[src/design/euc_pkg.sv]
package euc_pkg;

   localparam int COUNTER_BITS   = 64;
   localparam int LENGTH_BITS    = 16;
   localparam int WIRE_BITS      = 16;
   localparam int NUM_COUNTERS   = 8;
   localparam int CIDX_BITS      = $clog2(NUM_COUNTERS);
   // pending byte count of one counter covers one full drain round
   localparam int ACC_BITS       = WIRE_BITS + CIDX_BITS;
   localparam int EXTRA_BITS     = ACC_BITS + 1;
   localparam int FIFO_DEPTH     = 8;
   localparam int FIFO_PTR_BITS  = $clog2(FIFO_DEPTH);
   localparam int FIFO_LVL_BITS  = FIFO_PTR_BITS + 1;
   localparam int FIFO_SUM_BITS  = FIFO_LVL_BITS + 1;

   localparam logic [15:0] TYPE_ARP    = 16'h0806;
   localparam logic [15:0] TYPE_IPV4   = 16'h0800;
   localparam logic [7:0]  PROTO_UDP   = 8'd17;
   localparam logic [7:0]  IP_VER_IHL  = 8'h45;
   localparam logic [15:0] UDP_HDR_LEN = 16'd8;

   localparam logic [LENGTH_BITS-1:0] POS_TYPE_HI = LENGTH_BITS'(12);
   localparam logic [LENGTH_BITS-1:0] POS_TYPE_LO = LENGTH_BITS'(13);
   localparam logic [LENGTH_BITS-1:0] POS_IP      = LENGTH_BITS'(14);
   localparam logic [LENGTH_BITS-1:0] POS_PROTO   = LENGTH_BITS'(23);
   localparam logic [LENGTH_BITS-1:0] POS_ULEN_HI = LENGTH_BITS'(38);
   localparam logic [LENGTH_BITS-1:0] POS_ULEN_LO = LENGTH_BITS'(39);
   localparam logic [LENGTH_BITS-1:0] POS_PAYLOAD = LENGTH_BITS'(42);
   localparam logic [LENGTH_BITS-1:0] LEN_MAX     = '1;

   typedef enum logic {
      CMD_FRAME = 1'b0,
      CMD_READ  = 1'b1
   } cmd_type;

   typedef enum logic [1:0] {
      KIND_PAYLOAD = 2'd0,
      KIND_VERDICT = 2'd1,
      KIND_COUNTER = 2'd2
   } kind_type;

   typedef enum logic [2:0] {
      VERD_TRUNC   = 3'd0,
      VERD_UDP     = 3'd1,
      VERD_IPOTHER = 3'd2,
      VERD_ARP     = 3'd3,
      VERD_UNKNOWN = 3'd4
   } verdict_type;

   typedef enum logic [CIDX_BITS-1:0] {
      CNT_TOTAL   = 3'd0,
      CNT_TRUNC   = 3'd1,
      CNT_ARP     = 3'd2,
      CNT_IPV4    = 3'd3,
      CNT_UDP     = 3'd4,
      CNT_IPOTHER = 3'd5,
      CNT_UNKNOWN = 3'd6,
      CNT_BYTES   = 3'd7
   } cnt_idx_type;

   typedef struct packed {
      logic        command;
      logic [7:0]  frame_byte;
      logic        last_byte;
      logic        truncated;
      logic [15:0] wire_length;
      logic [2:0]  counter_index;
   } req_type;

   typedef struct packed {
      logic [1:0]  result_kind;
      logic [7:0]  payload_byte;
      logic [2:0]  verdict;
      logic [15:0] payload_length;
      logic [63:0] counter_value;
      logic        final_res;
   } rsp_type;

   typedef struct packed {
      logic [NUM_COUNTERS-1:0]  hit;
      logic [WIRE_BITS-1:0]     bytes;
   } stat_upd_type;

   typedef struct packed {
      logic                 valid;
      logic [CIDX_BITS-1:0] index;
   } stat_rd_type;

endpackage

[src/design/eth_ipv4_udp_classifier.sv]
// Channel | Direction | Handshake             | Word
// req     | in        | req_valid / req_stall | req_type: frame byte or counter read
// rsp     | out       | rsp_valid / rsp_stall | rsp_type: payload byte, verdict, counter
// csr     | in        | csr_valid / csr_ready | payload_limit, 16 bits
//
// Takes one request word per clock while req_stall is low; a frame byte is parsed in its accept cycle.
// Results pass through a stage register into an 8-word response queue; a
// request that yields two words (payload byte plus verdict) pushes both at once; they leave one by one.
// req_stall rises during the clearing pass, or when queue level plus the words in flight and a new pair would not fit.
// Counters live in two copies of an 8-entry memory fed by a rotating drain of pending increments.
// After reset a clearing pass zeroes the counter memory; csr writes are taken.
module eth_ipv4_udp_classifier
   import euc_pkg::*;
(
   input  logic        clock,
   input  logic        reset,
   input  logic        req_valid,
   output logic        req_stall,
   input  req_type     req_data,
   output logic        rsp_valid,
   input  logic        rsp_stall,
   output rsp_type     rsp_data,
   input  logic        csr_valid,
   output logic        csr_ready,
   input  logic [15:0] csr_data
);

   logic [LENGTH_BITS-1:0]  pos_ff, pos_in;
   logic [15:0]             etype_ff, etype_cur, etype_in;
   logic                    ip_good_ff, ip_good_cur, ip_good_in;
   logic [7:0]              proto_ff, proto_cur, proto_in;
   logic [15:0]             udp_len_ff, udp_len_cur, udp_len_in;
   logic                    trunc_ff, trunc_in;
   logic [WIRE_BITS-1:0]    wire_ff, wire_in;
   logic [LENGTH_BITS-1:0]  sent_ff, sent_cur, sent_in;
   logic [15:0]             limit_ff;

   logic [1:0]              s2_count_ff, s2_count_in;
   logic                    s2_read_ff, s2_read_in;
   rsp_type                 s2_res0_ff, s2_res0_in;
   rsp_type                 s2_res1_ff, s2_res1_in;

   logic                    accept, frame_acc, read_acc, frame_end, start;
   logic                    type_seen, proto_seen, is_ipv4, is_arp, accepted, emit;
   logic [15:0]             room, cap;
   logic [2:0]              verd;
   rsp_type                 res_pay, res_ver, res_cnt, push0;
   stat_upd_type            upd;
   stat_rd_type             rd;
   logic [COUNTER_BITS-1:0] stat_value;
   logic                    stat_busy;
   logic [FIFO_LVL_BITS-1:0] fifo_level;

   assign accept    = req_valid && !req_stall;
   assign frame_acc = accept && (req_data.command == CMD_FRAME);
   assign read_acc  = accept && (req_data.command == CMD_READ);
   assign frame_end = frame_acc && req_data.last_byte;
   assign start     = (pos_ff == '0);

   // header capture, fresh state on the first byte of a frame
   always_comb begin
      trunc_in    = start ? req_data.truncated : trunc_ff;
      wire_in     = start ? req_data.wire_length : wire_ff;
      etype_cur   = start ? 16'd0 : etype_ff;
      ip_good_cur = start ? 1'b0 : ip_good_ff;
      proto_cur   = start ? 8'd0 : proto_ff;
      udp_len_cur = start ? 16'd0 : udp_len_ff;
      sent_cur    = start ? '0 : sent_ff;
      etype_in    = etype_cur;
      ip_good_in  = ip_good_cur;
      proto_in    = proto_cur;
      udp_len_in  = udp_len_cur;
      unique case (pos_ff)
         POS_TYPE_HI: etype_in   = {req_data.frame_byte, etype_cur[7:0]};
         POS_TYPE_LO: etype_in   = {etype_cur[15:8], req_data.frame_byte};
         POS_IP:      ip_good_in = (req_data.frame_byte == IP_VER_IHL);
         POS_PROTO:   proto_in   = req_data.frame_byte;
         POS_ULEN_HI: udp_len_in = {req_data.frame_byte, udp_len_cur[7:0]};
         POS_ULEN_LO: udp_len_in = {udp_len_cur[15:8], req_data.frame_byte};
         default: ;
      endcase
   end

   assign type_seen  = (pos_ff >= POS_TYPE_LO);
   assign proto_seen = (pos_ff >= POS_PROTO);
   assign is_ipv4    = type_seen && (etype_in == TYPE_IPV4);
   assign is_arp     = type_seen && (etype_in == TYPE_ARP);
   assign accepted   = !trunc_in && is_ipv4 && proto_seen && ip_good_in
                    && (proto_in == PROTO_UDP);

   assign room = udp_len_in - UDP_HDR_LEN;
   assign cap  = (room > limit_ff) ? limit_ff : room;
   assign emit = frame_acc && accepted && (pos_ff >= POS_PAYLOAD)
              && (udp_len_in >= UDP_HDR_LEN) && (16'(sent_cur) < cap)
              && (sent_cur != LEN_MAX);
   assign sent_in = sent_cur + LENGTH_BITS'(emit);

   always_comb begin
      if (req_data.last_byte) begin
         pos_in = '0;
      end else if (pos_ff != LEN_MAX) begin
         pos_in = pos_ff + LENGTH_BITS'(1);
      end else begin
         pos_in = pos_ff;
      end
   end

   always_comb begin
      upd.hit   = '0;
      upd.bytes = wire_in;
      verd      = VERD_UNKNOWN;
      if (frame_end) begin
         upd.hit[CNT_TOTAL] = 1'b1;
         upd.hit[CNT_BYTES] = 1'b1;
         priority if (trunc_in) begin
            upd.hit[CNT_TRUNC] = 1'b1;
            verd = VERD_TRUNC;
         end else if (is_arp) begin
            upd.hit[CNT_ARP] = 1'b1;
            verd = VERD_ARP;
         end else if (is_ipv4) begin
            upd.hit[CNT_IPV4] = 1'b1;
            if (accepted) begin
               upd.hit[CNT_UDP] = 1'b1;
               verd = VERD_UDP;
            end else begin
               upd.hit[CNT_IPOTHER] = 1'b1;
               verd = VERD_IPOTHER;
            end
         end else begin
            upd.hit[CNT_UNKNOWN] = 1'b1;
            verd = VERD_UNKNOWN;
         end
      end
   end

   assign rd.valid = read_acc;
   assign rd.index = req_data.counter_index;

   always_comb begin
      res_pay                = '0;
      res_pay.result_kind    = KIND_PAYLOAD;
      res_pay.payload_byte   = req_data.frame_byte;
      res_pay.final_res      = !req_data.last_byte;

      res_ver                = '0;
      res_ver.result_kind    = KIND_VERDICT;
      res_ver.verdict        = verd;
      res_ver.payload_length = (verd == VERD_UDP) ? 16'(sent_in) : 16'd0;
      res_ver.final_res      = 1'b1;

      res_cnt                = '0;
      res_cnt.result_kind    = KIND_COUNTER;
      res_cnt.final_res      = 1'b1;
   end

   always_comb begin
      s2_read_in  = read_acc;
      s2_res1_in  = res_ver;
      s2_res0_in  = emit ? res_pay : res_ver;
      s2_count_in = 2'd0;
      if (read_acc) begin
         s2_res0_in  = res_cnt;
         s2_count_in = 2'd1;
      end else if (frame_acc) begin
         s2_count_in = 2'(emit) + 2'(req_data.last_byte);
      end
   end

   always_ff @(posedge clock) begin
      if (reset) begin
         pos_ff      <= '0;
         etype_ff    <= '0;
         ip_good_ff  <= 1'b0;
         proto_ff    <= '0;
         udp_len_ff  <= '0;
         trunc_ff    <= 1'b0;
         wire_ff     <= '0;
         sent_ff     <= '0;
         limit_ff    <= 16'hFFFF;
         s2_count_ff <= 2'd0;
         s2_read_ff  <= 1'b0;
      end else begin
         if (frame_acc) begin
            pos_ff     <= pos_in;
            etype_ff   <= etype_in;
            ip_good_ff <= ip_good_in;
            proto_ff   <= proto_in;
            udp_len_ff <= udp_len_in;
            trunc_ff   <= trunc_in;
            wire_ff    <= wire_in;
            sent_ff    <= sent_in;
         end
         if (csr_valid && csr_ready) begin
            limit_ff <= csr_data;
         end
         s2_count_ff <= s2_count_in;
         s2_read_ff  <= s2_read_in;
      end
   end

   always_ff @(posedge clock) begin
      s2_res0_ff <= s2_res0_in;
      s2_res1_ff <= s2_res1_in;
   end

   // fill in the counter value once the memory read returns
   always_comb begin
      push0 = s2_res0_ff;
      if (s2_read_ff) begin
         push0.counter_value = 64'(stat_value);
      end
   end

   assign req_stall = stat_busy
                   || ((FIFO_SUM_BITS'(fifo_level) + FIFO_SUM_BITS'(s2_count_ff))
                       > FIFO_SUM_BITS'(FIFO_DEPTH - 2));
   assign csr_ready = 1'b1;

   euc_stats u_stats (
      .clock      (clock),
      .reset      (reset),
      .upd        (upd),
      .rd         (rd),
      .stat_value (stat_value),
      .busy       (stat_busy)
   );

   euc_rsp_fifo u_rsp_fifo (
      .clock      (clock),
      .reset      (reset),
      .push_count (s2_count_ff),
      .push0      (push0),
      .push1      (s2_res1_ff),
      .rsp_stall  (rsp_stall),
      .rsp_valid  (rsp_valid),
      .rsp_data   (rsp_data),
      .level      (fifo_level)
   );

`ifndef ASSERT_OFF
   a_frame_end_rewinds: assert property (@(posedge clock) disable iff (reset)
      frame_end |=> pos_ff == '0)
      else $error("byte position not rewound after last byte");

   a_read_single_word: assert property (@(posedge clock) disable iff (reset)
      read_acc |=> s2_read_ff && s2_count_ff == 2'd1)
      else $error("counter read did not yield exactly one word");

   a_pair_order: assert property (@(posedge clock) disable iff (reset)
      s2_count_ff == 2'd2 |-> s2_res0_ff.result_kind == KIND_PAYLOAD
                            && s2_res1_ff.result_kind == KIND_VERDICT)
      else $error("word pair not payload then verdict");
`endif

endmodule

[src/design/euc_ram.sv]
module euc_ram #(
   parameter int WIDTH = 8,
   parameter int DEPTH = 8
) (
   input  logic                     clock,
   input  logic                     wr_en,
   input  logic [$clog2(DEPTH)-1:0] wr_addr,
   input  logic [WIDTH-1:0]         wr_data,
   input  logic                     rd_en,
   input  logic [$clog2(DEPTH)-1:0] rd_addr,
   output logic [WIDTH-1:0]         rd_data
);

   logic [WIDTH-1:0] mem_ff [DEPTH];
   logic [WIDTH-1:0] rd_data_ff;

   always_ff @(posedge clock) begin
      if (wr_en) begin
         mem_ff[wr_addr] <= wr_data;
      end
      if (rd_en) begin
         rd_data_ff <= mem_ff[rd_addr];
      end
   end

   assign rd_data = rd_data_ff;

endmodule

[src/design/euc_stats.sv]
module euc_stats
   import euc_pkg::*;
(
   input  logic                    clock,
   input  logic                    reset,
   input  stat_upd_type            upd,
   input  stat_rd_type             rd,
   output logic [COUNTER_BITS-1:0] stat_value,
   output logic                    busy
);

   // acc_ff[k] holds the pending increment of counter drain_idx_ff + k
   logic [CIDX_BITS-1:0]    drain_idx_ff, drain_idx_in;
   logic [ACC_BITS-1:0]     acc_ff [NUM_COUNTERS];
   logic [ACC_BITS-1:0]     acc_in [NUM_COUNTERS];
   logic [ACC_BITS-1:0]     inc [NUM_COUNTERS];
   logic [ACC_BITS-1:0]     inc_rot [NUM_COUNTERS];
   logic [CIDX_BITS-1:0]    rot_idx [NUM_COUNTERS];
   logic                    wb_valid_ff;
   logic                    wb_clear_ff, wb_clear_in;
   logic [CIDX_BITS-1:0]    wb_idx_ff;
   logic [ACC_BITS-1:0]     wb_add_ff;
   logic                    clear_ff, clear_in;
   logic [EXTRA_BITS-1:0]   extra_ff, extra_in;
   logic [CIDX_BITS-1:0]    rel_idx;
   logic [COUNTER_BITS-1:0] drain_rdata, read_rdata, wb_data;

   always_comb begin
      for (int c = 0; c < NUM_COUNTERS; c++) begin
         if (!upd.hit[c]) begin
            inc[c] = '0;
         end else if (c == int'(CNT_BYTES)) begin
            inc[c] = ACC_BITS'(upd.bytes);
         end else begin
            inc[c] = ACC_BITS'(1);
         end
      end
   end

   // advance the ring by one place: slot 0 drains into the memory
   always_comb begin
      for (int k = 0; k < NUM_COUNTERS; k++) begin
         rot_idx[k] = drain_idx_ff + CIDX_BITS'(k + 1);
         inc_rot[k] = inc[rot_idx[k]];
         if (k == NUM_COUNTERS - 1) begin
            acc_in[k] = inc_rot[k];
         end else begin
            acc_in[k] = acc_ff[(k + 1) % NUM_COUNTERS] + inc_rot[k];
         end
      end
   end

   assign drain_idx_in = drain_idx_ff + CIDX_BITS'(1);
   assign clear_in     = clear_ff && (drain_idx_ff != CIDX_BITS'(NUM_COUNTERS - 1));
   assign wb_clear_in  = clear_ff;

   assign rel_idx  = rd.index - drain_idx_ff;
   assign extra_in = EXTRA_BITS'(acc_ff[rel_idx])
                   + ((wb_valid_ff && (wb_idx_ff == rd.index)) ? EXTRA_BITS'(wb_add_ff)
                                                               : EXTRA_BITS'(0));

   assign wb_data = (wb_clear_ff ? COUNTER_BITS'(0) : drain_rdata)
                  + COUNTER_BITS'(wb_add_ff);

   always_ff @(posedge clock) begin
      if (reset) begin
         drain_idx_ff <= '0;
         wb_valid_ff  <= 1'b0;
         wb_clear_ff  <= 1'b0;
         clear_ff     <= 1'b1;
         for (int k = 0; k < NUM_COUNTERS; k++) begin
            acc_ff[k] <= '0;
         end
      end else begin
         drain_idx_ff <= drain_idx_in;
         wb_valid_ff  <= 1'b1;
         wb_clear_ff  <= wb_clear_in;
         clear_ff     <= clear_in;
         for (int k = 0; k < NUM_COUNTERS; k++) begin
            acc_ff[k] <= acc_in[k];
         end
      end
   end

   always_ff @(posedge clock) begin
      wb_idx_ff <= drain_idx_ff;
      wb_add_ff <= acc_ff[0];
      extra_ff  <= extra_in;
   end

   // two copies of the counter store: one read port drains, the other answers reads
   euc_ram #(
      .WIDTH (COUNTER_BITS),
      .DEPTH (NUM_COUNTERS)
   ) u_ram_drain (
      .clock   (clock),
      .wr_en   (wb_valid_ff),
      .wr_addr (wb_idx_ff),
      .wr_data (wb_data),
      .rd_en   (1'b1),
      .rd_addr (drain_idx_ff),
      .rd_data (drain_rdata)
   );

   euc_ram #(
      .WIDTH (COUNTER_BITS),
      .DEPTH (NUM_COUNTERS)
   ) u_ram_read (
      .clock   (clock),
      .wr_en   (wb_valid_ff),
      .wr_addr (wb_idx_ff),
      .wr_data (wb_data),
      .rd_en   (rd.valid),
      .rd_addr (rd.index),
      .rd_data (read_rdata)
   );

   assign stat_value = read_rdata + COUNTER_BITS'(extra_ff);
   assign busy       = clear_ff || wb_clear_ff;

`ifndef ASSERT_OFF
   a_no_read_while_clearing: assert property (@(posedge clock) disable iff (reset)
      busy |-> !rd.valid)
      else $error("counter read during clearing pass");
`endif

endmodule

[src/design/euc_rsp_fifo.sv]
module euc_rsp_fifo
   import euc_pkg::*;
(
   input  logic                     clock,
   input  logic                     reset,
   input  logic [1:0]               push_count,
   input  rsp_type                  push0,
   input  rsp_type                  push1,
   input  logic                     rsp_stall,
   output logic                     rsp_valid,
   output rsp_type                  rsp_data,
   output logic [FIFO_LVL_BITS-1:0] level
);

   rsp_type                  entry_ff [FIFO_DEPTH];
   logic [FIFO_PTR_BITS-1:0] wr_ptr_ff, wr_ptr_in;
   logic [FIFO_PTR_BITS-1:0] rd_ptr_ff, rd_ptr_in;
   logic [FIFO_LVL_BITS-1:0] level_ff, level_in;
   logic [FIFO_PTR_BITS-1:0] wr_ptr_next;
   logic                     pop;

   assign pop         = (level_ff != '0) && !rsp_stall;
   assign wr_ptr_next = wr_ptr_ff + FIFO_PTR_BITS'(1);
   assign wr_ptr_in   = wr_ptr_ff + FIFO_PTR_BITS'(push_count);
   assign rd_ptr_in   = rd_ptr_ff + FIFO_PTR_BITS'(pop);
   assign level_in    = level_ff + FIFO_LVL_BITS'(push_count) - FIFO_LVL_BITS'(pop);

   always_ff @(posedge clock) begin
      if (reset) begin
         wr_ptr_ff <= '0;
         rd_ptr_ff <= '0;
         level_ff  <= '0;
      end else begin
         wr_ptr_ff <= wr_ptr_in;
         rd_ptr_ff <= rd_ptr_in;
         level_ff  <= level_in;
      end
   end

   always_ff @(posedge clock) begin
      if (push_count != 2'd0) begin
         entry_ff[wr_ptr_ff] <= push0;
      end
      if (push_count == 2'd2) begin
         entry_ff[wr_ptr_next] <= push1;
      end
   end

   assign rsp_valid = (level_ff != '0);
   assign rsp_data  = entry_ff[rd_ptr_ff];
   assign level     = level_ff;

`ifndef ASSERT_OFF
   a_no_overflow: assert property (@(posedge clock) disable iff (reset)
      (FIFO_SUM_BITS'(level_ff) + FIFO_SUM_BITS'(push_count)) <= FIFO_SUM_BITS'(FIFO_DEPTH))
      else $error("response queue overflow");

   a_push_count_legal: assert property (@(posedge clock) disable iff (reset)
      push_count != 2'd3)
      else $error("more than two words pushed in one cycle");
`endif

endmodule

[config.mk]
export PLATFORM = sky130hd
export DESIGN_NAME = eth_ipv4_udp_classifier
export DESIGN_NICKNAME = d
export VERILOG_FILES = /design/src/design/euc_pkg.sv /design/src/design/eth_ipv4_udp_classifier.sv /design/src/design/euc_ram.sv /design/src/design/euc_stats.sv /design/src/design/euc_rsp_fifo.sv
export SDC_FILE = /design/constraint.sdc
export NUM_CORES = 2
export LEC_CHECK = 0
export BUFFER_PORTS_ARGS = -buffer_cell sky130_fd_sc_hd__buf_2
export CAP_MARGIN = 20
export CORE_ASPECT_RATIO = 1.4
export CORE_MARGIN = 2
export CORE_UTILIZATION = 45
export CTS_CLUSTER_SIZE = 14
export DETAILED_ROUTE_END_ITERATION = 12
export PLACE_DENSITY_LB_ADDON = 0.3
export SLEW_MARGIN = 10
export SYNTH_ARGS = -nofsm -noshare
export SYNTH_HDL_FRONTEND = slang
export SYNTH_SLANG_ARGS = --single-unit
[constraint.sdc]
create_clock -name clock -period 18.2 [get_ports clock]
set_input_delay 5.46 -clock clock [delete_from_list [all_inputs] [get_ports clock]]
set_output_delay 5.46 -clock clock [all_outputs]
set_load 0.005 [all_outputs]
==> results.json <==
{
  "io_buffers": 146,
  "maxSlewHeadroom_pct": 18.5,
  "ys_types": 94,
  "cts_buffer_depth": 3,
  "cts_tree": "yes",
  "crit_family": "simple AND/OR/NAND/NOR gates",
  "ys.flop_type": "dfxtp_1",
  "place_congestion": 0.884,
  "slew_violations": 0,
  "power_leakage_nw": 33.3,
  "peakVddDrop_mv": 0.0742,
  "path_clk_slew_ns": 0.06,
  "cellPowerDensity_nw_per_um2": 92.8,
  "drc": 0,
  "critical_path_buf_inv_count": 3,
  "overflow": 0,
  "core_area_um2": 186000,
  "period_share_pct": 66.6,
  "cts_setup_buffers": 0,
  "finClkSkew_ns": 0.0274,
  "wl_per_cell_um": 24.1,
  "clk_latency_ns": 0.82,
  "p_total_mw": 8.56,
  "final_cell_mix": "nand2_1, dfxtp_1, edfxtp_1, mux4_2, nor2_1",
  "period_needed_ns": 12.12,
  "cp-end-kind": "register",
  "synth_nets": 7798,
  "hold_viol": 0,
  "rsz0062_at_grt": "false",
  "grt_max_degree": 142,
  "dpl_worst_slack_ns": 5.02,
  "wl_um": 241000,
  "yosysWarnings": 0,
  "synth_top_area_share_pct": 26.0,
  "ctsHtreeMaxLevel": 4,
  "viasPerCell": 6.13,
  "final-seq-area_um2": 42400,
  "postSynth.asyncResetShare_pct": 0,
  "fin_ws_ns": 6.08,
  "syn-cell-area_um2": 84000,
  "nFillCells": 16200,
  "synth_edf_count": 728,
  "post_cts_resized": 0,
  "avgSynthCellArea_um2": 11.2,
  "setup_violations": 0,
  "dp_hpwl_um": 148000,
  "die-width_um": 369,
  "tightestPinTransition_ns": 1.21,
  "die_y_um": 515,
  "status": "completed",
  "crit_fanout": 29,
  "firstDrtPassIters": 5,
  "initial_utilization_pct": 45.3,
  "hold_class": "reg -> reg",
  "cts_made_buffers": 161,
  "grt_pass1_wl_um": 365000,
  "grt.total_usage_pct": 24.8,
  "drive_gt1_share_pct": 16.9,
  "num_io_pins": 148,
  "vias": 61100,
  "clock-sinks": 1754,
  "grt_pass1_vias": 60900,
  "cp_data_required_time_ns": 18.88,
  "cts_root_buf": "clkbuf_16",
  "layout.nets": 7670,
  "dieArea_um2": 190000,
  "synth_top_cell_by_area": "edfxtp_1",
  "ant_nets": 0,
  "fin_util_pct": 49.7,
  "final_cell_area_um2": 92200,
  "synthToLayoutAreaGrowth_pct": 9.77,
  "cts_hold_buf": 0,
  "final_common_cell": "nand2_1",
  "crit_type": "in -> reg",
  "final.setup.tns_ns": 0,
  "synthTopCellsByArea": "edfxtp_1, dfxtp_1, mux4_2, nand2_1, ha_1",
  "start_kind": "input pin",
  "syn_inst": 7505,
  "cpMaxStageDelayCell": "a2111oi_2",
  "drt_iter0_markers": 5590,
  "path_common_cell": "ha_1",
  "yosysSeqAreaShare_pct": 50.5,
  "worstPathArrival_ns": 12.80,
  "ys_ff_latch": 1754,
  "multi_input_area_um2": 39200,
  "fmax_mhz": 82.5,
  "antenna_found_initial": 7,
  "rows": 187,
  "cap_violations": 0,
  "max_stage_delay_ns": 0.58,
  "dpl_cell_area_um2": 86800
}
==> path summary, 6_finish.rpt <==
| kind | startpoint | endpoint | slack, ns | depth (start not counted) |
|---|---|---|---|---|
| hold / removal | u_stats.acc_ff[0][1]$_SDFF_PP0_ | u_stats.wb_add_ff[1]$_DFF_P_ | 0.36 | 0 |
| setup reg to reg | pos_ff[5]$_SDFFE_PP0P_ | sent_ff[10]$_SDFFE_PP0P_ | 9.23 | 33 |
| setup / recovery | req_data[26] | sent_ff[10]$_SDFFE_PP0P_ | 6.08 | 31 |
| hold reg to reg | u_stats.acc_ff[0][1]$_SDFF_PP0_ | u_stats.wb_add_ff[1]$_DFF_P_ | 0.36 | 0 |
==> metal layers <==
layer / GRT usage (%) / part of all wire [%] / vias up
met3: 3.86 / 7.2 / 584
met5: 0 / 0.0087 / -
met1: 30.3 / 39 / 30300
li1: - / - / 27600
met4: 10.3 / 4.1 / 4
met2: 43.6 / 50 / 2616
==> state kept, by name, summed over array words and instances (netlist names), 8 cells and up <==
register,flops
limit_ff,16
u_stats.u_ram_drain.rd_data,64
udp_len_ff,16
sent_ff,16
u_stats.extra_ff,20
u_stats.u_ram_drain.mem_ff,192
u_stats.acc_ff,146
wire_ff,16
push0,30
u_stats.wb_add_ff,19
pos_ff,16
etype_ff,16
u_stats.u_ram_read.mem_ff,320
proto_ff,8
u_rsp_fifo.entry_ff,752
s2_res1_ff,19
u_stats.u_ram_read.rd_data,64
==> cells in the mapped netlist, types with 38 or more instances <==
master	number
nor3_1	125
nand2b_1	40
nand4_1	38
dfxtp_1	1026
inv_1	129
or3_1	165
a21oi_1	185
clkbuf_1	401
a21o_1	54
a22oi_1	41
o21ai_0	424
buf_1	128
nand3_1	340
a22o_1	247
mux2_2	201
nor2b_1	92
nand2_1	1060
and2_1	53
edfxtp_1	728
mux4_2	479
xor2_1	85
ha_1	228
a211oi_1	41
and3_1	52
o211ai_1	38
o22ai_1	90
nor4_1	46
nor2_1	485
xnor2_1	105
==> metrics by stage <==
step / hold WS, ns / instances
2_1_floorplan: 0.326 / 7505
3_3_place_gp: 0.346 / 9660
3_5_place_dp: 0.342 / 9661
4_1_cts: 0.354 / 9958
5_1_grt: 0.363 / 9969
6_report: 0.356 / 9971
==> area by class of cell <==
class | count | share of cell area (%)
Sequential cell | 1754 | 46.0
Clock buffer | 244 | 5.15
Tap cell | 2457 | 3.33
Multi-Input combinational cell | 5067 | 42.5
Clock inverter | 53 | 0.548
Antenna cell | 3 | 0.00814
Timing Repair Buffer | 261 | 1.89
Inverter | 132 | 0.539
==> logic make-up (layout without fill, tap and decap cells) <==
| group | count (synthesis) | in the layout | synth area share, % |
|---|---|---|---|
| compound gates | 1330 | 1330 | 10.5 |
| mux | 696 | 696 | 15.7 |
| buf+inv | 684 | 690 | 3.16 |
| fa+ha+maj | 242 | 242 | 3.73 |
| simple gates | 2608 | 2608 | 14.4 |
| other cells | 1 | 4 | 0.00446 |
| xor+xnor | 190 | 190 | 1.98 |
| flops | 1754 | 1754 | 50.5 |
==> worst register-to-register path, delay by kind of cell, from the launching register on <==
family / cells / cell delay (ns)
AND/OR/NAND/NOR: 15 / 3.14
AO/OA/AOI/OAI: 11 / 2.80
adder cells (fa/ha/maj): 5 / 1.44
flip-flops: 1 / 0.85
buffers and inverters: 2 / 0.59
==> report_power, final <==
part / leakage [nW] / switching [mW] / total (mW) / internal (mW)
combinational: 15.7 / 0.467 / 0.878 / 0.411
clock: 2.57 / 1.51 / 3.41 / 1.89
sequential: 15.0 / 0.0871 / 4.28 / 4.19
Power figures use the tool's default switching activity.
